$ cat src/hw/rtl/gdpi_pkg.sv
// Package for the Gaussian derivative pulse increment block.
// Holds widths, register codes, shared structs and the exp lookup table.
// No dependencies.
`timescale 1ns / 1ps

package gdpi_pkg;

  localparam int FRAC_BITS       = 16;
  localparam int EXP_TABLE_DEPTH = 256;

  localparam int U_SHIFT   = FRAC_BITS + 4;
  localparam int XM_W      = FRAC_BITS + 2;   // |x| below 4.0
  localparam int U_W       = FRAC_BITS + 4;   // x*x below 16.0
  localparam int E_W       = FRAC_BITS + 1;   // exp value up to 1.0
  localparam int XE_W      = FRAC_BITS + 3;
  localparam int IDX_W     = $clog2(EXP_TABLE_DEPTH + 1);
  localparam int POS_W     = U_W + IDX_W;
  localparam int PF_W      = 26;
  localparam int PM_W      = 32 + XE_W - FRAC_BITS;
  localparam int MUL_A_W   = 33;
  localparam int MUL_B_W   = 32;
  localparam int MUL_P_W   = MUL_A_W + MUL_B_W;
  localparam int ADDR_W    = 5;
  localparam int QUEUE_DEPTH = 2;
  localparam int QPTR_W    = $clog2(QUEUE_DEPTH);
  localparam int QCNT_W    = $clog2(QUEUE_DEPTH + 1);

  localparam logic [31:0] PI_Q30 = 32'd3373259426;
  localparam logic [31:0] AMP_ONE = 32'(64'd1 << FRAC_BITS);
  localparam logic [MUL_P_W:0] HALF_F = (MUL_P_W + 1)'(64'd1 << (FRAC_BITS - 1));
  localparam logic [MUL_P_W:0] X_LIMIT = (MUL_P_W + 1)'(64'd4 << FRAC_BITS);

  typedef enum logic [2:0] {
    REG_START  = 3'd0,
    REG_FINISH = 3'd1,
    REG_DELAY  = 3'd2,
    REG_FREQ   = 3'd3,
    REG_AMP    = 3'd4,
    REG_STIFF  = 3'd5
  } reg_idx_e;

  typedef struct packed {
    logic [31:0]        start_time;
    logic [31:0]        finish_time;
    logic [31:0]        peak_delay;
    logic [23:0]        pulse_frequency;
    logic signed [31:0] amplitude;
    logic [31:0]        stiffness;
  } cfg_t;

  // classified sample handed from front to back
  typedef struct packed {
    logic        in_win;
    logic        neg_x;
    logic [31:0] dm;
  } cls_t;

  typedef logic [31:0] exp_rom_t [EXP_TABLE_DEPTH + 1];

  // exp(-r) in Q30, r in Q30 within [0, 1.0]
  function automatic logic [63:0] exp_neg_q30(logic [63:0] r);
    logic [63:0]        term;
    logic signed [63:0] sum;
    term = 64'd1 << 30;
    sum  = 64'sd1 <<< 30;
    for (int n = 1; n <= 24; n++) begin
      term = ((term * r) >> 30) / 64'(n);
      if (n % 2 == 1) begin
        sum = sum - $signed(term);
      end else begin
        sum = sum + $signed(term);
      end
    end
    return (sum < 0) ? 64'd0 : 64'(sum);
  endfunction

  function automatic exp_rom_t build_rom();
    exp_rom_t    rom;
    logic [63:0] einv;
    logic [63:0] u;
    logic [63:0] k;
    logic [63:0] v;
    einv = exp_neg_q30(64'd1 << 30);
    for (int i = 0; i <= EXP_TABLE_DEPTH; i++) begin
      u = (64'(i) << 34) / 64'(EXP_TABLE_DEPTH);
      k = u >> 30;
      v = exp_neg_q30(u & ((64'd1 << 30) - 64'd1));
      for (int j = 0; j < 16; j++) begin
        if (64'(j) < k) begin
          v = (v * einv + (64'd1 << 29)) >> 30;
        end
      end
      rom[i] = 32'((v + (64'd1 << (29 - FRAC_BITS))) >> (30 - FRAC_BITS));
    end
    return rom;
  endfunction

  localparam exp_rom_t EXP_ROM = build_rom();

endpackage

$ cat src/hw/rtl/gdpi_front.sv
// Front end: window test and signed offset from the pulse center.
// Depends on gdpi_pkg.
`timescale 1ns / 1ps

module gdpi_front
  import gdpi_pkg::*;
(
  input  cfg_t        cfg_i,
  input  logic [31:0] time_sample_i,
  output cls_t        cls_o
);

  logic [31:0] since_start;

  always_comb begin
    since_start  = time_sample_i - cfg_i.start_time;
    cls_o.in_win = (time_sample_i >= cfg_i.start_time) &&
                   (time_sample_i <= cfg_i.finish_time);
    cls_o.neg_x  = since_start < cfg_i.peak_delay;
    cls_o.dm     = cls_o.neg_x ? (cfg_i.peak_delay - since_start)
                               : (since_start - cfg_i.peak_delay);
  end

endmodule

$ cat config.mk
export PLATFORM = sky130hd
export DESIGN_NAME = gdpi_front
export DESIGN_NICKNAME = d
export VERILOG_FILES = /design/src/hw/rtl/gdpi_pkg.sv /design/src/hw/rtl/gdpi_front.sv
export SDC_FILE = /design/constraint.sdc
export NUM_CORES = 1
export LEC_CHECK = 0
export ABC_AREA = 1
export BUFFER_PORTS_ARGS = -buffer_cell sky130_fd_sc_hd__buf_2
export CAP_MARGIN = 25
export CORE_UTILIZATION = 55
export DETAILED_ROUTE_END_ITERATION = 12
export PLACE_DENSITY = 0.85
export SYNTH_ARGS = -nofsm -noshare
export SYNTH_HDL_FRONTEND = slang
export SYNTH_SLANG_ARGS = --single-unit
$ cat constraint.sdc
create_clock -name vclk -period 3.55
set_input_delay 0.1775 -clock vclk [all_inputs]
set_output_delay 0.1775 -clock vclk [all_outputs]
set_load 0.005 [all_outputs]
==> impl_metrics.csv <==
group,metric,value,unit
power_and_ir_drop,combPwrFrac,1.000,
worst_setup_path,worstPathArrival,3.45,ns
worst_setup_path,path_class,"input port to output pin",
timing,fin_ws,-0.0733,ns
die,core_area,14500,µm²
synth,ys_seq_area_frac,0,
timing,period_share,1.02,
synth,yosysWarningCount,0,
power_and_ir_drop,power_frac_seq,0,
timing,setup_viol,9,
placement,dpl_worst_slack,-0.196,ns
timing,tightest_slew,0.634,ns
routing,dr.first_iter.drc_count,809,
worst_setup_path,cp_max_fo,6,
die,dieArea,15300,µm²
routing,drcViolationCount,0,
grt,grtUsageTotal,0.349,
routing,wl_per_cell,14.0,µm
timing,fmax,276,MHz
finish,nClkBuffers,0,
outcome,violations,"negative setup slack",
grt,grt-ovfl-total,0,
power_and_ir_drop,power,3.85,mW
placement,port_buffers,162,
finish,regArea,0,µm²
power_and_ir_drop,power_density,344,nW/µm²
routing,drt-total-wl,29400,µm
die,die_h,124,µm
synth,syn_area,8130,µm²
die,die_w,124,µm
power_and_ir_drop,vdd_drop_max,0.152,mV
finish,design.seq.count,0,
die,rows,44,
timing,final_max_slew_viol_count,0,
finish,drive_gt1_frac,0.273,
die,start_util,0.561,
placement,post-place-cells,2075,
timing,slew_headroom,0.574,
worst_setup_path,cp.required,3.37,ns
routing,drtPass1Iterations,6,
worst_setup_path,critPathLaunchType,"input port",
timing,hold_viol,0,
routing,via_count,11100,
routing,vias_per_cell,5.25,
die,ios,250,
timing,finalSetupTns,-0.240,ns
synth,synth_nets,1977,
grt,grt_pass1_wl,42800,µm
timing,grt_setup_unrepaired,"yes",
worst_setup_path,end_kind,"output pin",
synth,ys_types,34,
flow_run,drv_cap,0,
placement,gp_congestion,1.00,
synth,avgSynthCellArea,4.98,µm²
finish,fin_cells,2106,
power_and_ir_drop,intPower,1.60,mW
routing,ant_nets,0,
synth,syn-instance-count,1631,
clocking,cts_hold_buf,0,
power_and_ir_drop,cellLeakagePower,6.92,nW
grt,grt_max_degree,22,
placement,place.detailed.hpwl,22900,µm
finish,area_delta_synth_final,37.6,%
power_and_ir_drop,swShare,0.584,
outcome,status,"finished with violations",
min_path,hp-class,"input port to output pin",
timing,fin_crit,3.62,ns
power_and_ir_drop,clkPwrFrac,0,
grt,grt_pass1_vias,9764,
finish,nets,2269,
power_and_ir_drop,switchingPower,2.25,mW
grt,antenna_found_initial,1,
## power by group through the flow
stage,Clock [mW],Combinational (mW),Sequential (mW)
floorplan,0,2.11,0
finish,0.0000000377,3.85,0
global placement,0,3.21,0
CTS,0,3.43,0
detailed placement,0,3.28,0
global route,0,4.28,0
## what timing repair did
| item | in CTS | in global routing |
|---|---|---|
| cloned | 1 | 2 |
| setup endpoints to repair | 32 | 32 |
| setup buffers | 19 | 13 |
| pin swaps | 17 | 54 |
| resized for setup | 57 | 186 |
## critical path, stage by stage
cell and delay (ns):
buf_8 0.10, inv_6 0.05, ha_4 0.13, inv_2 0.04
fa_2 0.36, nand2_2 0.12, nand3_4 0.11, nand2_4 0.10
o21ai_4 0.07, nand2_2 0.09, nand2_4 0.06, nand4_1 0.17
nand2_1 0.11, nand2_1 0.09, nand2_2 0.08, ha_4 0.27
nand2_4 0.08, inv_2 0.05, a21oi_4 0.18, nor2_2 0.07
nor3_4 0.15, buf_6 0.13, nand3_4 0.13, buf_12 0.19
buf_8 0.13, nand2_4 0.04, nand2_2 0.04, buf_2 0.11
## per-stage QoR
stage	hold slack, ns	cell area (µm²)	util
6_report	0.775	11200	0.772
3_3_place_gp	0.758	9940	0.687
5_1_grt	0.791	11200	0.772
4_1_cts	0.775	10300	0.713
2_1_floorplan	0.542	8130	-
3_5_place_dp	0.775	9940	0.687
## synth_stat cells, types with 11 or more instances
master	instances	area, µm²
xor2_1	46	403
ha_1	127	1590
nand4_1	15	93.8
nand3_1	78	390
a21oi_1	94	470
nor3_1	14	70.1
nand2_1	687	2580
inv_1	348	1310
clkbuf_2	13	65.1
o21bai_1	11	82.6
o21ai_0	23	115
nor2_1	110	413
## area by class of cell
class | count | area (µm²)
antenna | 1 | 2.50
fill | 1136 | 3300
inverter | 354 | 1330
multi-input combinational | 1255 | 7570
tap | 184 | 230
timing repair buffer | 312 | 2040
## path summary, 6_finish.rpt
kind	endpoint	cells past startpoint	from	slack, ns
worst min-delay path	cls_o[0]	5	cfg_i[88]	0.78
worst max-delay path	cls_o[7]	28	time_sample_i[0]	-0.07
## placed cells by master (no fill, tap or decap), drive strengths merged
cell type / instances
nand2: 693
o21a: 6
and3b: 1
nand3: 79
inv: 354
a21oi: 97
a21o: 5
nor3: 16
o21bai: 12
diode: 1
o21ai: 24
nand4: 15
and2: 1
nor4: 3
nand3b: 4
clkbuf: 2
xor2: 46
xnor2: 6
ha: 127
o211ai: 1
nor2: 114
fa: 3
or2: 1
buf: 310
a21boi: 1
## per-layer routing
| metal | vias to the layer above | global-route usage | routed length [µm] |
|---|---|---|---|
| li1 | 5517 | - | - |
| met1 | 4803 | 0.433 | 11800 |
| met2 | 580 | 0.625 | 13800 |
| met3 | 148 | 0.0277 | 2290 |
| met4 | 2 | 0.128 | 1540 |
| met5 | - | 0 | 8 |
## logic make-up (layout without fill, tap and decap cells)
logic type,after synthesis,count (layout),share of synthesized area
simple gates,927,927,0.459
buf+inv,376,666,0.182
compound gates,146,146,0.100
fa+ha+maj,130,130,0.203
xor+xnor,52,52,0.0561
other cells,0,1,0
Power figures use the tool's default switching activity.
