$ cat src/hw/rtl/gdpi_pkg.sv
// Package for the Gaussian derivative pulse increment block.
// Holds widths, register codes, shared structs and the exp lookup table.
// No dependencies.
`timescale 1ns / 1ps

package gdpi_pkg;

  localparam int FRAC_BITS       = 16;
  localparam int EXP_TABLE_DEPTH = 256;

  localparam int U_SHIFT   = FRAC_BITS + 4;
  localparam int XM_W      = FRAC_BITS + 2;   // |x| below 4.0
  localparam int U_W       = FRAC_BITS + 4;   // x*x below 16.0
  localparam int E_W       = FRAC_BITS + 1;   // exp value up to 1.0
  localparam int XE_W      = FRAC_BITS + 3;
  localparam int IDX_W     = $clog2(EXP_TABLE_DEPTH + 1);
  localparam int POS_W     = U_W + IDX_W;
  localparam int PF_W      = 26;
  localparam int PM_W      = 32 + XE_W - FRAC_BITS;
  localparam int MUL_A_W   = 33;
  localparam int MUL_B_W   = 32;
  localparam int MUL_P_W   = MUL_A_W + MUL_B_W;
  localparam int ADDR_W    = 5;
  localparam int QUEUE_DEPTH = 2;
  localparam int QPTR_W    = $clog2(QUEUE_DEPTH);
  localparam int QCNT_W    = $clog2(QUEUE_DEPTH + 1);

  localparam logic [31:0] PI_Q30 = 32'd3373259426;
  localparam logic [31:0] AMP_ONE = 32'(64'd1 << FRAC_BITS);
  localparam logic [MUL_P_W:0] HALF_F = (MUL_P_W + 1)'(64'd1 << (FRAC_BITS - 1));
  localparam logic [MUL_P_W:0] X_LIMIT = (MUL_P_W + 1)'(64'd4 << FRAC_BITS);

  typedef enum logic [2:0] {
    REG_START  = 3'd0,
    REG_FINISH = 3'd1,
    REG_DELAY  = 3'd2,
    REG_FREQ   = 3'd3,
    REG_AMP    = 3'd4,
    REG_STIFF  = 3'd5
  } reg_idx_e;

  typedef struct packed {
    logic [31:0]        start_time;
    logic [31:0]        finish_time;
    logic [31:0]        peak_delay;
    logic [23:0]        pulse_frequency;
    logic signed [31:0] amplitude;
    logic [31:0]        stiffness;
  } cfg_t;

  // classified sample handed from front to back
  typedef struct packed {
    logic        in_win;
    logic        neg_x;
    logic [31:0] dm;
  } cls_t;

  typedef logic [31:0] exp_rom_t [EXP_TABLE_DEPTH + 1];

  // exp(-r) in Q30, r in Q30 within [0, 1.0]
  function automatic logic [63:0] exp_neg_q30(logic [63:0] r);
    logic [63:0]        term;
    logic signed [63:0] sum;
    term = 64'd1 << 30;
    sum  = 64'sd1 <<< 30;
    for (int n = 1; n <= 24; n++) begin
      term = ((term * r) >> 30) / 64'(n);
      if (n % 2 == 1) begin
        sum = sum - $signed(term);
      end else begin
        sum = sum + $signed(term);
      end
    end
    return (sum < 0) ? 64'd0 : 64'(sum);
  endfunction

  function automatic exp_rom_t build_rom();
    exp_rom_t    rom;
    logic [63:0] einv;
    logic [63:0] u;
    logic [63:0] k;
    logic [63:0] v;
    einv = exp_neg_q30(64'd1 << 30);
    for (int i = 0; i <= EXP_TABLE_DEPTH; i++) begin
      u = (64'(i) << 34) / 64'(EXP_TABLE_DEPTH);
      k = u >> 30;
      v = exp_neg_q30(u & ((64'd1 << 30) - 64'd1));
      for (int j = 0; j < 16; j++) begin
        if (64'(j) < k) begin
          v = (v * einv + (64'd1 << 29)) >> 30;
        end
      end
      rom[i] = 32'((v + (64'd1 << (29 - FRAC_BITS))) >> (30 - FRAC_BITS));
    end
    return rom;
  endfunction

  localparam exp_rom_t EXP_ROM = build_rom();

endpackage

$ cat src/hw/rtl/gdpi_regs.sv
// Configuration registers with an APB-style write/read port.
// Depends on gdpi_pkg.
`timescale 1ns / 1ps

module gdpi_regs
  import gdpi_pkg::*;
(
  input  logic              clk_i,
  input  logic              rst_ni,
  input  logic              psel,
  input  logic              penable,
  input  logic              pwrite,
  input  logic [ADDR_W-1:0] paddr,
  input  logic [31:0]       pwdata,
  output logic [31:0]       prdata,
  output logic              pready,
  output cfg_t              cfg_o
);

  cfg_t        cfg_q;
  logic        wr_en;
  logic [2:0]  idx;

  assign pready = 1'b1;
  assign wr_en  = psel & penable & pwrite;
  assign idx    = paddr[ADDR_W-1:2];
  assign cfg_o  = cfg_q;

  always_ff @(posedge clk_i or negedge rst_ni) begin
    if (!rst_ni) begin
      cfg_q.start_time      <= '0;
      cfg_q.finish_time     <= '0;
      cfg_q.peak_delay      <= '0;
      cfg_q.pulse_frequency <= '0;
      cfg_q.amplitude       <= AMP_ONE;
      cfg_q.stiffness       <= '0;
    end else if (wr_en) begin
      case (idx)
        REG_START:  cfg_q.start_time      <= pwdata;
        REG_FINISH: cfg_q.finish_time     <= pwdata;
        REG_DELAY:  cfg_q.peak_delay      <= pwdata;
        REG_FREQ:   cfg_q.pulse_frequency <= pwdata[23:0];
        REG_AMP:    cfg_q.amplitude       <= pwdata;
        REG_STIFF:  cfg_q.stiffness       <= pwdata;
        default: ;
      endcase
    end
  end

  always_comb begin
    case (idx)
      REG_START:  prdata = cfg_q.start_time;
      REG_FINISH: prdata = cfg_q.finish_time;
      REG_DELAY:  prdata = cfg_q.peak_delay;
      REG_FREQ:   prdata = {8'd0, cfg_q.pulse_frequency};
      REG_AMP:    prdata = cfg_q.amplitude;
      REG_STIFF:  prdata = cfg_q.stiffness;
      default:    prdata = '0;
    endcase
  end

endmodule

$ cat config.mk
export PLATFORM = sky130hd
export DESIGN_NAME = gdpi_regs
export DESIGN_NICKNAME = d
export VERILOG_FILES = /design/src/hw/rtl/gdpi_pkg.sv /design/src/hw/rtl/gdpi_regs.sv
export SDC_FILE = /design/constraint.sdc
export NUM_CORES = 1
export LEC_CHECK = 0
export BUFFER_PORTS_ARGS = -buffer_cell sky130_fd_sc_hd__buf_4
export CORE_MARGIN = 2
export CORE_UTILIZATION = 38
export CTS_BUF_LIST = sky130_fd_sc_hd__clkbuf_2
export CTS_CLUSTER_DIAMETER = 60
export DETAILED_ROUTE_END_ITERATION = 7
export PLACE_DENSITY_LB_ADDON = 0.12
export SLEW_MARGIN = 30
export SYNTH_ARGS = -nofsm -noshare
export SYNTH_HDL_FRONTEND = slang
export SYNTH_SLANG_ARGS = --single-unit
$ cat constraint.sdc
create_clock -name clk_i -period 3.05 [get_ports clk_i]
set_clock_uncertainty 0.1 [all_clocks]
set_input_delay 0.4575 -clock clk_i [delete_from_list [all_inputs] [get_ports clk_i]]
set_output_delay 0.4575 -clock clk_i [all_outputs]
set_load 0.03 [all_outputs]
==> out/results.txt <==
outcome -> completed
All-Layer GR Usage -> 21.55%
worst-path maximum fanout -> 30
hold_buf cts -> 33
HPWL after DPL -> 17840 um
final wirelength -> 25770 um
Max rail drop VDD -> 0.3230 mV
register area share after synthesis -> 53.64%
cell family with the largest share of critical-path delay -> buffers and inverters
placed instance count -> 1133
largest net degree at the start of global routing -> 70
Layout Utilization -> 52.04%
Reg2Reg Capture Point -> cfg_o[62]$_DFFE_PN0P_
most common cell in the netlist -> mux2_2
final worst-path cycle share -> 83.15%
critical path launch point type -> input pin
CP arrival -> 1980 ps
Cell Count, Final, Fillers Out -> 1199
post-synthesis cell area -> 0.008586 mm^2
Mapped Nets -> 655
post_cts resized -> 0
most common flop cell mapped by yosys -> dfrtp_1
Inserted Clock Buffers -> 17
Pre-Repair DR Iteration Count -> 4
Post-Synthesis Cells -> 613
Final Max Tran Viols -> 0
Place WS -> 517.2 ps
initial antenna violation count -> 1
Synth cell types -> 40
final setup fails -> 0
via count -> 6325
wire length per cell -> 21.49 um
number of synthesized flops with an enable pin -> 0
Root Buffer -> clkbuf_2
worst path bufs/invs -> 3
Top Ports -> 259
final hold viol count -> 0
Routed Antenna Nets -> 0
num rows -> 54
chip width -> 154.3 um
global-route wire length before repair -> 39460 um
die height -> 154.3 um
register area -> 0.004606 mm^2
DRC viols -> 0
number of global-route vias before repair -> 6670
RSZ-0062 raised after global routing -> false
Rel. slew slack -> 55.29%
HP Class -> input pin to async pin
multi-input logic area -> 0.003690 mm^2
max reg flops -> 184
remaining global-route overflow -> 0
Critical Path RT -> 2490 ps
worst r2r path cells -> 1
Max Cap Violations -> 0
Final #Nets -> 947
Setup TNS Final -> 0 ps
syn avg cell area -> 14.01 um^2
Layout Area Growth over Synthesis -> 33.52%
kind of critical path -> input pin to primary output
final worst slack -> 514.0 ps
top-area cell type share of the netlist area -> 53.34%
port bufs -> 255
Synth Warn # -> 0
Crit path top cell by count -> buf_4
largest area contributor in the netlist -> dfrtp_1
Worst Max-Slew Pin Slew -> 670.7 ps
Post-CTS Setup Bufs -> 0
Slowest cell on crit path -> buf_4
placer congestion estimate -> 0.8311
max frequency -> 394.3 MHz
clock sink total -> 184
Seq cells post-synth -> 184
starting density of the core -> 38.98%
share of cells above drive strength 1 -> 57.41%
DR iter-0 viols -> 225
Die Area -> 0.02381 mm^2
clock-pin slew on the worst setup and hold paths -> 260 ps
CTS tree -> yes
crit path time final -> 2536 ps
fraction of registers with async set/reset -> 100.0%
Clock Tree Buf Depth -> 2
synth cell count leaders -> 202 x mux2_2, 183 x dfrtp_1, 48 x mux2i_1
P per Cell Area -> 676.0 mW/mm^2
critical path capture point type -> primary output
max incr delay on CP -> 380 ps
r2r startpoint -> cfg_o[62]$_DFFE_PN0P_
ranking of synthesized cells by area -> dfrtp_1 53%, mux2_2 26%, mux2i_1 5.6%, o221ai_1 1.2%, buf_6 1.2%
placeable core area -> 0.02203 mm^2
Vias/cell -> 5.275
FF-to-FF setup slack -> 2120 ps
Pleak -> 5.537 nW
H-tree levels -> 4
Layout fillers -> 1913
crit-path cells -> buf_4, buf_12, mux2i_1, a211oi_1, a311o_1, buf_4
clk_lat worst skew -> 710 ps
==> report_power, final <==
| part | switching, mW | leakage [nW] | internal [mW] |
|---|---|---|---|
| clock | 0.860 | 0.153 | 0.475 |
| combinational | 1.80 | 3.03 | 1.30 |
| sequential | 0.406 | 2.35 | 2.92 |
==> metrics by stage <==
stage	hold WS, ps	area [um^2]	total power [mW]
after global routing	105.7	11460	8.123
final	167.9	11460	7.750
after detailed placement	413.5	10870	6.456
after floorplan	61.91	8586	5.128
after CTS	90.57	11460	7.840
after global placement	401.6	10870	6.380
==> worst max-delay path by stage <==
stage | cells past startpoint | slack (ps) | start | end
detailed placement | 6 | 520 | paddr[2] | prdata[20]
global route | 4 | 360 | cfg_o[97]$_DFFE_PN0P_ | prdata[9]
floorplan | 5 | 740 | paddr[2] | prdata[14]
finish | 6 | 510 | paddr[2] | prdata[20]
CTS | 4 | 410 | cfg_o[161]$_DFFE_PN0P_ | prdata[9]
global placement | 6 | 510 | paddr[2] | prdata[20]
==> cell usage in the layout (no fill, tap or decap), types with 7 or more instances in the layout <==
cell             n
a21oi_1         14
buf_4          278
clkbuf_2        19
dfrtp_1        183
dlygate4sd3_1   33
mux2_2         202
mux2i_1         48
nand2_1         10
nand3_1          7
nor2_1          12
o221ai_1        12
==> cell families (layout without fill, tap and decap cells) <==
logic type	count (synthesis)	in the layout	synth area share (%)
compound gates	67	67	5.640
buf+inv	46	351	3.570
flops	184	184	53.64
mux	255	255	32.75
other cells	1	2	0.04368
simple gates	60	60	4.357
==> metal layers <==
| metal | track usage, % | part of all wire, % | wire length (um) |
|---|---|---|---|
| met5 | 0 | 0 | 0 |
| met4 | 5.423 | 1.3 | 344 |
| met3 | 4.735 | 6.0 | 1549 |
| met2 | 36.43 | 49 | 12750 |
| met1 | 28.34 | 43 | 11130 |
==> area by class of cell <==
type                    instances  area share (%)
diodes                          1         0.02183
repair buffers                318           22.23
multi-input cells             383           32.19
flip-flops and latches        184           40.18
clock inverters                13           1.463
clock buffers                  19          0.8295
inverters                       1         0.03274
well taps                     280           3.056
Note: power is estimated with default switching activity, not from simulation.
