<file path="src/hw/rtl/gdpi_pkg.sv">
// Package for the Gaussian derivative pulse increment block.
// Holds widths, register codes, shared structs and the exp lookup table.
// No dependencies.
`timescale 1ns / 1ps

package gdpi_pkg;

  localparam int FRAC_BITS       = 16;
  localparam int EXP_TABLE_DEPTH = 256;

  localparam int U_SHIFT   = FRAC_BITS + 4;
  localparam int XM_W      = FRAC_BITS + 2;   // |x| below 4.0
  localparam int U_W       = FRAC_BITS + 4;   // x*x below 16.0
  localparam int E_W       = FRAC_BITS + 1;   // exp value up to 1.0
  localparam int XE_W      = FRAC_BITS + 3;
  localparam int IDX_W     = $clog2(EXP_TABLE_DEPTH + 1);
  localparam int POS_W     = U_W + IDX_W;
  localparam int PF_W      = 26;
  localparam int PM_W      = 32 + XE_W - FRAC_BITS;
  localparam int MUL_A_W   = 33;
  localparam int MUL_B_W   = 32;
  localparam int MUL_P_W   = MUL_A_W + MUL_B_W;
  localparam int ADDR_W    = 5;
  localparam int QUEUE_DEPTH = 2;
  localparam int QPTR_W    = $clog2(QUEUE_DEPTH);
  localparam int QCNT_W    = $clog2(QUEUE_DEPTH + 1);

  localparam logic [31:0] PI_Q30 = 32'd3373259426;
  localparam logic [31:0] AMP_ONE = 32'(64'd1 << FRAC_BITS);
  localparam logic [MUL_P_W:0] HALF_F = (MUL_P_W + 1)'(64'd1 << (FRAC_BITS - 1));
  localparam logic [MUL_P_W:0] X_LIMIT = (MUL_P_W + 1)'(64'd4 << FRAC_BITS);

  typedef enum logic [2:0] {
    REG_START  = 3'd0,
    REG_FINISH = 3'd1,
    REG_DELAY  = 3'd2,
    REG_FREQ   = 3'd3,
    REG_AMP    = 3'd4,
    REG_STIFF  = 3'd5
  } reg_idx_e;

  typedef struct packed {
    logic [31:0]        start_time;
    logic [31:0]        finish_time;
    logic [31:0]        peak_delay;
    logic [23:0]        pulse_frequency;
    logic signed [31:0] amplitude;
    logic [31:0]        stiffness;
  } cfg_t;

  // classified sample handed from front to back
  typedef struct packed {
    logic        in_win;
    logic        neg_x;
    logic [31:0] dm;
  } cls_t;

  typedef logic [31:0] exp_rom_t [EXP_TABLE_DEPTH + 1];

  // exp(-r) in Q30, r in Q30 within [0, 1.0]
  function automatic logic [63:0] exp_neg_q30(logic [63:0] r);
    logic [63:0]        term;
    logic signed [63:0] sum;
    term = 64'd1 << 30;
    sum  = 64'sd1 <<< 30;
    for (int n = 1; n <= 24; n++) begin
      term = ((term * r) >> 30) / 64'(n);
      if (n % 2 == 1) begin
        sum = sum - $signed(term);
      end else begin
        sum = sum + $signed(term);
      end
    end
    return (sum < 0) ? 64'd0 : 64'(sum);
  endfunction

  function automatic exp_rom_t build_rom();
    exp_rom_t    rom;
    logic [63:0] einv;
    logic [63:0] u;
    logic [63:0] k;
    logic [63:0] v;
    einv = exp_neg_q30(64'd1 << 30);
    for (int i = 0; i <= EXP_TABLE_DEPTH; i++) begin
      u = (64'(i) << 34) / 64'(EXP_TABLE_DEPTH);
      k = u >> 30;
      v = exp_neg_q30(u & ((64'd1 << 30) - 64'd1));
      for (int j = 0; j < 16; j++) begin
        if (64'(j) < k) begin
          v = (v * einv + (64'd1 << 29)) >> 30;
        end
      end
      rom[i] = 32'((v + (64'd1 << (29 - FRAC_BITS))) >> (30 - FRAC_BITS));
    end
    return rom;
  endfunction

  localparam exp_rom_t EXP_ROM = build_rom();

endpackage

</file>
<file path="src/hw/rtl/gdpi_queue.sv">
// Short queue of classified items between front and back.
// Depends on gdpi_pkg.
`timescale 1ns / 1ps

module gdpi_queue
  import gdpi_pkg::*;
(
  input  logic clk_i,
  input  logic rst_ni,
  input  logic wr_i,
  input  cls_t wr_data_i,
  output logic full_o,
  input  logic rd_i,
  output cls_t rd_data_o,
  output logic empty_o
);

  cls_t              mem_q [QUEUE_DEPTH];
  logic [QPTR_W-1:0] wr_ptr_q, rd_ptr_q;
  logic [QCNT_W-1:0] cnt_q;
  logic              do_wr, do_rd;

  assign full_o    = cnt_q == QCNT_W'(QUEUE_DEPTH);
  assign empty_o   = cnt_q == '0;
  assign do_wr     = wr_i & ~full_o;
  assign do_rd     = rd_i & ~empty_o;
  assign rd_data_o = mem_q[rd_ptr_q];

  always_ff @(posedge clk_i) begin
    if (do_wr) begin
      mem_q[wr_ptr_q] <= wr_data_i;
    end
  end

  always_ff @(posedge clk_i or negedge rst_ni) begin
    if (!rst_ni) begin
      wr_ptr_q <= '0;
      rd_ptr_q <= '0;
      cnt_q    <= '0;
    end else begin
      if (do_wr) begin
        wr_ptr_q <= (wr_ptr_q == QPTR_W'(QUEUE_DEPTH - 1)) ? '0 : wr_ptr_q + 1'b1;
      end
      if (do_rd) begin
        rd_ptr_q <= (rd_ptr_q == QPTR_W'(QUEUE_DEPTH - 1)) ? '0 : rd_ptr_q + 1'b1;
      end
      if (do_wr && !do_rd) begin
        cnt_q <= cnt_q + 1'b1;
      end else if (do_rd && !do_wr) begin
        cnt_q <= cnt_q - 1'b1;
      end
    end
  end

endmodule

</file>
<file path="config.mk">
export PLATFORM = sky130hd
export DESIGN_NAME = gdpi_queue
export DESIGN_NICKNAME = d
export VERILOG_FILES = /design/src/hw/rtl/gdpi_pkg.sv /design/src/hw/rtl/gdpi_queue.sv
export SDC_FILE = /design/constraint.sdc
export NUM_CORES = 1
export LEC_CHECK = 0
export BUFFER_PORTS_ARGS = -buffer_cell sky130_fd_sc_hd__clkbuf_2
export CAP_MARGIN = 20
export CORE_MARGIN = 5
export CORE_UTILIZATION = 58
export CTS_BUF_LIST = sky130_fd_sc_hd__clkbuf_4
export DETAILED_ROUTE_END_ITERATION = 6
export GPL_TIMING_DRIVEN = 0
export HOLD_SLACK_MARGIN = 0.15
export PLACE_DENSITY = 0.92
export SYNTH_ARGS = -nofsm -noshare
export SYNTH_HDL_FRONTEND = slang
export SYNTH_SLANG_ARGS = --single-unit
</file>
<file path="constraint.sdc">
create_clock -name clk_i -period 7.3 [get_ports clk_i]
set_clock_uncertainty 0.1 [all_clocks]
set_input_delay 0.73 -clock clk_i [delete_from_list [all_inputs] [get_ports clk_i]]
set_output_delay 0.73 -clock clk_i [all_outputs]
set_load 0.03 [all_outputs]
</file>
==> qor.csv, run 1 <==
metric;value;unit
Post-DRT Antenna Nets;0;
crit path kind;reg2out;
register area;2140;um2
GRT Total Usage;15.2;%
vias in the first global route;1485;
Clock Latency Late Sink;0.39;ns
routed wire length;4.24;mm
Detail Placement HPWL;2.99;mm
post-route minimum period;2.38;ns
critical path launch point type;register;
Num CTS Buffers;9;
CP max FO;10;
most frequent cells in the layout;clkbuf_2, edfxtp_1, mux2_4, clkbuf_4, mux2_2;
per-cell routed wire length;15.7;um
CTS Buffer Depth;2;
proportion of layout cells with a drive suffix above 1;59.3;%
FF+latch count, synth;72;
die height;79.5;um
Core Region;4690;um2
initial antenna violation count;0;
M1 wire length;1.73;mm
FP Rows;25;
Layout fillers;297;
dpl ws;5.25;ns
cell taking the most area after synthesis;edfxtp_1;
top cell type's share of synthesized area;72.9;%
unique cell type count in the Yosys netlist;15;
status;complete, no violations;
initial core utilization;59.7;%
max cap viols;0;
crit path cell chain;buf_6, buf_12, mux2_4, clkbuf_2;
DR iter-0 viols;70;
P_leak;1.41;nW
nets;250;
PnR worst setup slack;4.92;ns
Pins Over Slew Limit;0;
post-CTS resize count;0;
synth top area cells;edfxtp_1, mux2_4, dfrtp_1;
Power Dens Cells;423;nW/um2
delay of the slowest critical-path stage;0.38;ns
CP required;6.47;ns
Synth Instances;125;
final setup fails;0;
Synth Net Count;164;
Post-Syn Area;2800;um2
Yosys warnings;0;
Critical Path AT;1.55;ns
VDD IR max;339;uV
RSZ-0062 raised after global routing;false;
Slew HR;45.3;%
H-tree levels;3;
slowest CP cell;dfrtp_1;
DR DRC count;0;
Worst Setup SP;rd_ptr_q;
fmax;0.421;GHz
TritonRoute pass-1 iters;4;
first-pass GRT wire length;6.99;mm
Avg Cell Area, Syn;22.4;um2
post-synthesis sequential area ratio;76.5;%
TritonCTS Sinks;72;
# IOs;74;
Root Driver;clkbuf_4;
HP Class;in2reg;
largest net degree at the start of global routing;35;
Syn-to-layout area delta;21.1;%
Tcrit/Tclk final;32.6;%
full die area;6320;um2
CTS tree;built;
clock slew at reported path FFs;0.10;ns
Vias/cell;5.17;
measured slew at the worst slew-check pin;0.820;ns
met2 WL;2.08;mm
r2r startpoint;cnt_q[0];
Post-CTS Setup Bufs;0;
Die Span X;79.5;um
Ant. Diodes;0;
Port Buffers;73;
CP Capture Type;output port;
Hold Startpoint;wr_data_i[17];
routed vias;1395;
commonest non-fill, non-tap cell in the layout;clkbuf_2;
final setup TNS;0;ns
uppermost layer routed;met4;
gr ovfl total;0;
final hold viol count;0;
GPL Wtd Cong;0.695;
Multi-input gate area;589;um2
Routed met3 length;349;um
flip-flops by register name, indices dropped and copies added (netlist names):
| signal | flops |
|---|---|
| mem_q | 68 |
| cnt_q | 2 |
| wr_ptr_q | 1 |
| rd_ptr_q | 1 |
power breakdown:
group,switching (W),internal [W]
Sequential,0.0000317,0.000566
Clock,0.000121,0.0000797
Combinational,0.000370,0.000266
Total,0.000523,0.000912
cell usage after synthesis, drive strengths merged:
master and instances:
ha 1, nand2b 1, nor2 3, buf 4, nand2 1, xnor2 3
dfrtp 4, and3 1, edfxtp 68, inv 2, o21ai 1, mux2 34
xor2 2
routing by layer:
metal / track usage, % / up-vias
met2: 24.4 / 60
met1: 18.0 / 669
met5: 0 / -
met4: 7.73 / 0
met3: 5.30 / 9
li1: - / 657
critical path, delay by kind of cell, from the launching register on:
family	cells	cell delay (ns)
muxes	1	0.30
buffers and inverters	3	0.49
DFF	1	0.38
metrics by stage:
step                      total power, W  hold slack, ns  area (um2)  util [%]  std cells
after floorplan                  0.00110           0.334        2800         -        125
after CTS                        0.00145           0.399        3390      72.3        270
after detailed placement         0.00125           0.434        3270      69.7        253
after global routing             0.00151           0.383        3390      72.3        270
after global placement           0.00123           0.377        3230      68.9        252
final                            0.00143           0.424        3390      72.3        270
path summary, 6_finish.rpt:
path,cells past startpoint,end,slack (ns)
setup / recovery,4,rd_data_o[7],4.92
hold / removal,1,mem_q[1][17],0.42
setup reg to reg,2,mem_q[1][3],5.45
hold reg to reg,1,cnt_q[1],0.44
max in group asynchronous,2,wr_ptr_q,6.38
min in group asynchronous,2,cnt_q[0],0.57
cells by family after synthesis:
family	count (synthesis)	share of synthesized area, %
adder cells (fa/ha/maj)	1	0.447
buffers and inverters	6	2.81
multiplexers	34	17.6
AO/OA/AOI/OAI	1	0.178
XOR/XNOR	5	1.56
AND/OR/NAND/NOR	6	0.983
flip-flops	72	76.5
timing repair:
item | CTS | global route
setup endpoints to repair | 0 | 0
hold buffers | 1 | 0
hold endpoints to repair | 4 | 0
cell type report:
type	instances	share of cell area, %
multi-input cells	47	17.4
inverters	2	0.221
clock inverters	4	0.627
clock buffers	12	2.66
flip-flops and latches	72	63.2
repair buffers	75	11.9
plain buffers	4	2.10
well taps	54	1.99
Note: power is estimated with default switching activity, not from simulation.
==> run 2, diff against run 1 <==
Settings changed: CORE_UTILIZATION 58 to 49, PLACE_DENSITY 0.92 to 0.83.
Clock period 7.3 ns to 1.9 ns, I/O delays scaled along.
==> run 2 against run 1 <==
Net effect: die area increased by 16%; combinational power rose to 4.0 times the previous value; routed wire length up 19%; critical path depth stayed put; first-iteration DRC count down 20%; total power rose to 3.9 times the previous value; non-clock buffer count is 38 higher; final area increased by 12%; critical endpoint is now rd_data_o[10]; largest cell class unchanged.
==> qor.csv, run 2 (same netlist as run 1, synthesis figures left out) <==
metric;value;unit;change
per-cell routed wire length;15.4;um;-1.8%
CTS Buffer Depth;2;;unchanged
measured slew at the worst slew-check pin;0.543;ns;-0.277 ns
crit path kind;reg2out;;
Tcrit/Tclk final;96.9;%;
routed vias;1534;;+10%
initial antenna violation count;0;;unchanged
RSZ-0062 raised after global routing;true;;
CP required;1.61;ns;-4.86 ns
die height;85.6;um;+7.7%
Slew HR;63.7;%;+18 points
max cap viols;0;;unchanged
CP max FO;10;;unchanged
post-layout util;68.6;%;-3.7 points
CP Capture Type;output port;;
Core Region;5540;um2;+18%
register area;2140;um2;unchanged
H-tree levels;3;;unchanged
Layout fillers;390;;+31%
Syn-to-layout area delta;35.7;%;
VDD IR max;1090;uV;+220%
DR iter-0 viols;56;;-20%
Clk pwr share;13.4;%;-0.6 points
FP Rows;27;;+8.0%
clock slew at reported path FFs;0.10;ns;about the same
proportion of layout cells with a drive suffix above 1;51.0;%;-8.3 points
P_leak;1.57;nW;+11%
CTS tree;built;;
commonest non-fill, non-tap cell in the layout;edfxtp_1;;
Clock Latency Late Sink;0.38;ns;about the same
Ant. Diodes;0;;unchanged
final hold viol count;0;;unchanged
switching share of power;36.6;%;+0.20 points
vias in the first global route;1690;;+14%
DR DRC count;0;;unchanged
routed wire length;5.04;mm;+19%
Psw;0.00206;W;+300%
largest registers;mem_q: 68 flops, cnt_q: 2 flops;;
Port Buffers;73;;unchanged
TritonCTS Sinks;72;;unchanged
most frequent cells in the layout;edfxtp_1, clkbuf_2, dlygate4sd3_1, mux2_4, clkbuf_4;;
Post-DRT Antenna Nets;0;;unchanged
nets;289;;+16%
critical path launch point type;register;;
Pins Over Slew Limit;0;;unchanged
final setup TNS;0;ns;unchanged
final setup fails;0;;unchanged
TritonRoute pass-1 iters;4;;unchanged
post-route minimum period;1.84;ns;
fmax;0.543;GHz;
first-pass GRT wire length;7.97;mm;+14%
Num CTS Buffers;9;;unchanged
HP Class;reg2reg;;
# IOs;74;;unchanged
Die Span X;85.6;um;+7.7%
Root Driver;clkbuf_4;;
Vias/cell;4.69;;-9.2%
gr ovfl total;0;;unchanged
status;complete, no violations;;
max reg flops;68;;unchanged
Power Dens Cells;1480;nW/um2;+250%
Seq pwr share;41.0;%;-0.7 points
GPL Wtd Cong;0.695;;-0.10%
Multi-input gate area;604;um2;+2.5%
most flop-heavy register;mem_q;;
initial core utilization;50.6;%;-9.1 points
full die area;7330;um2;+16%
combinational share of power;45.6;%;+1.3 points
P_int;0.00357;W;+290%
GRT Total Usage;14.4;%;-0.76 points
largest net degree at the start of global routing;35;;unchanged
Critical Path AT;1.55;ns;about the same
## run 2: cell types whose count changed in the layout (fill, tap and decap cells not counted), sizes merged
cell,change
clkinvlp,+1
clkbuf,-13
dlygate4sd3,+37
buf,+13
nor2,+1
## run 2: metrics by stage
step	total power (W)	hold WS (ns)	setup slack [ns]	area (um2)	instances
6_report	0.00564	0.432	0.0582	3800	327
5_1_grt	0.00592	0.414	-0.0156	3800	327
4_1_cts	0.00562	0.393	0.0109	3760	325
3_5_place_dp	0.00477	-0.0895	-0.143	3270	270
3_3_place_gp	0.00473	-0.0975	-0.107	3270	270
2_1_floorplan	0.00422	-0.206	0.206	2810	125
## run 2: final timing paths
check                           depth (start not counted)  slack (ns)            end      from
worst max-delay path                                    4        0.06  rd_data_o[10]  rd_ptr_q
worst min-delay path                                    1        0.43       cnt_q[1]  cnt_q[1]
worst max register to register                          7        0.11       cnt_q[1]  cnt_q[0]
worst min register to register                          1        0.43       cnt_q[1]  cnt_q[1]
max in group asynchronous                               3        0.86       cnt_q[0]    rst_ni
min in group asynchronous                               3        0.64       wr_ptr_q    rst_ni
## run 2: final cells by class
cell class	count	share of cell area [%]
Clock buffer	11	2.17
Multi-Input combinational cell	48	15.9
Buffer	4	1.88
Timing Repair Buffer	113	20.5
Clock inverter	5	0.658
Sequential cell	72	56.4
Inverter	2	0.197
Tap cell	72	2.37
## run 2: per-layer routing
metal	wire length [um]	share of wire [%]	track usage, %
met1	1910	38	15.6
met2	2770	55	26.4
met3	271	5.4	4.03
met4	84	1.7	5.76
met5	0	0	0
## run 2: worst max-delay path, cell delays in order, from the launching register on
cell and delay, ns:
dfrtp_1 0.39, buf_6 0.15, buf_12 0.15, mux2_4 0.31, buf_4 0.17
## run 2: power by group through the flow
stage          Clock, W  Sequential (W)  Combinational (W)
2_1_floorplan         0         0.00230            0.00192
3_3_place_gp          0         0.00231            0.00242
3_5_place_dp          0         0.00234            0.00243
4_1_cts        0.000785         0.00232            0.00252
5_1_grt        0.000867         0.00235            0.00270
6_report       0.000753         0.00231            0.00257
## run 2: timing repair
item | CTS | global route
hold buffers | 38 | 0
endpoints found under the hold margin | 74 | 0
pin swaps | 1 | 0
buffers inserted | 0 | 2
cloned | 1 | 0
resized for setup | 1 | 17
setup endpoints to repair | 34 | 51
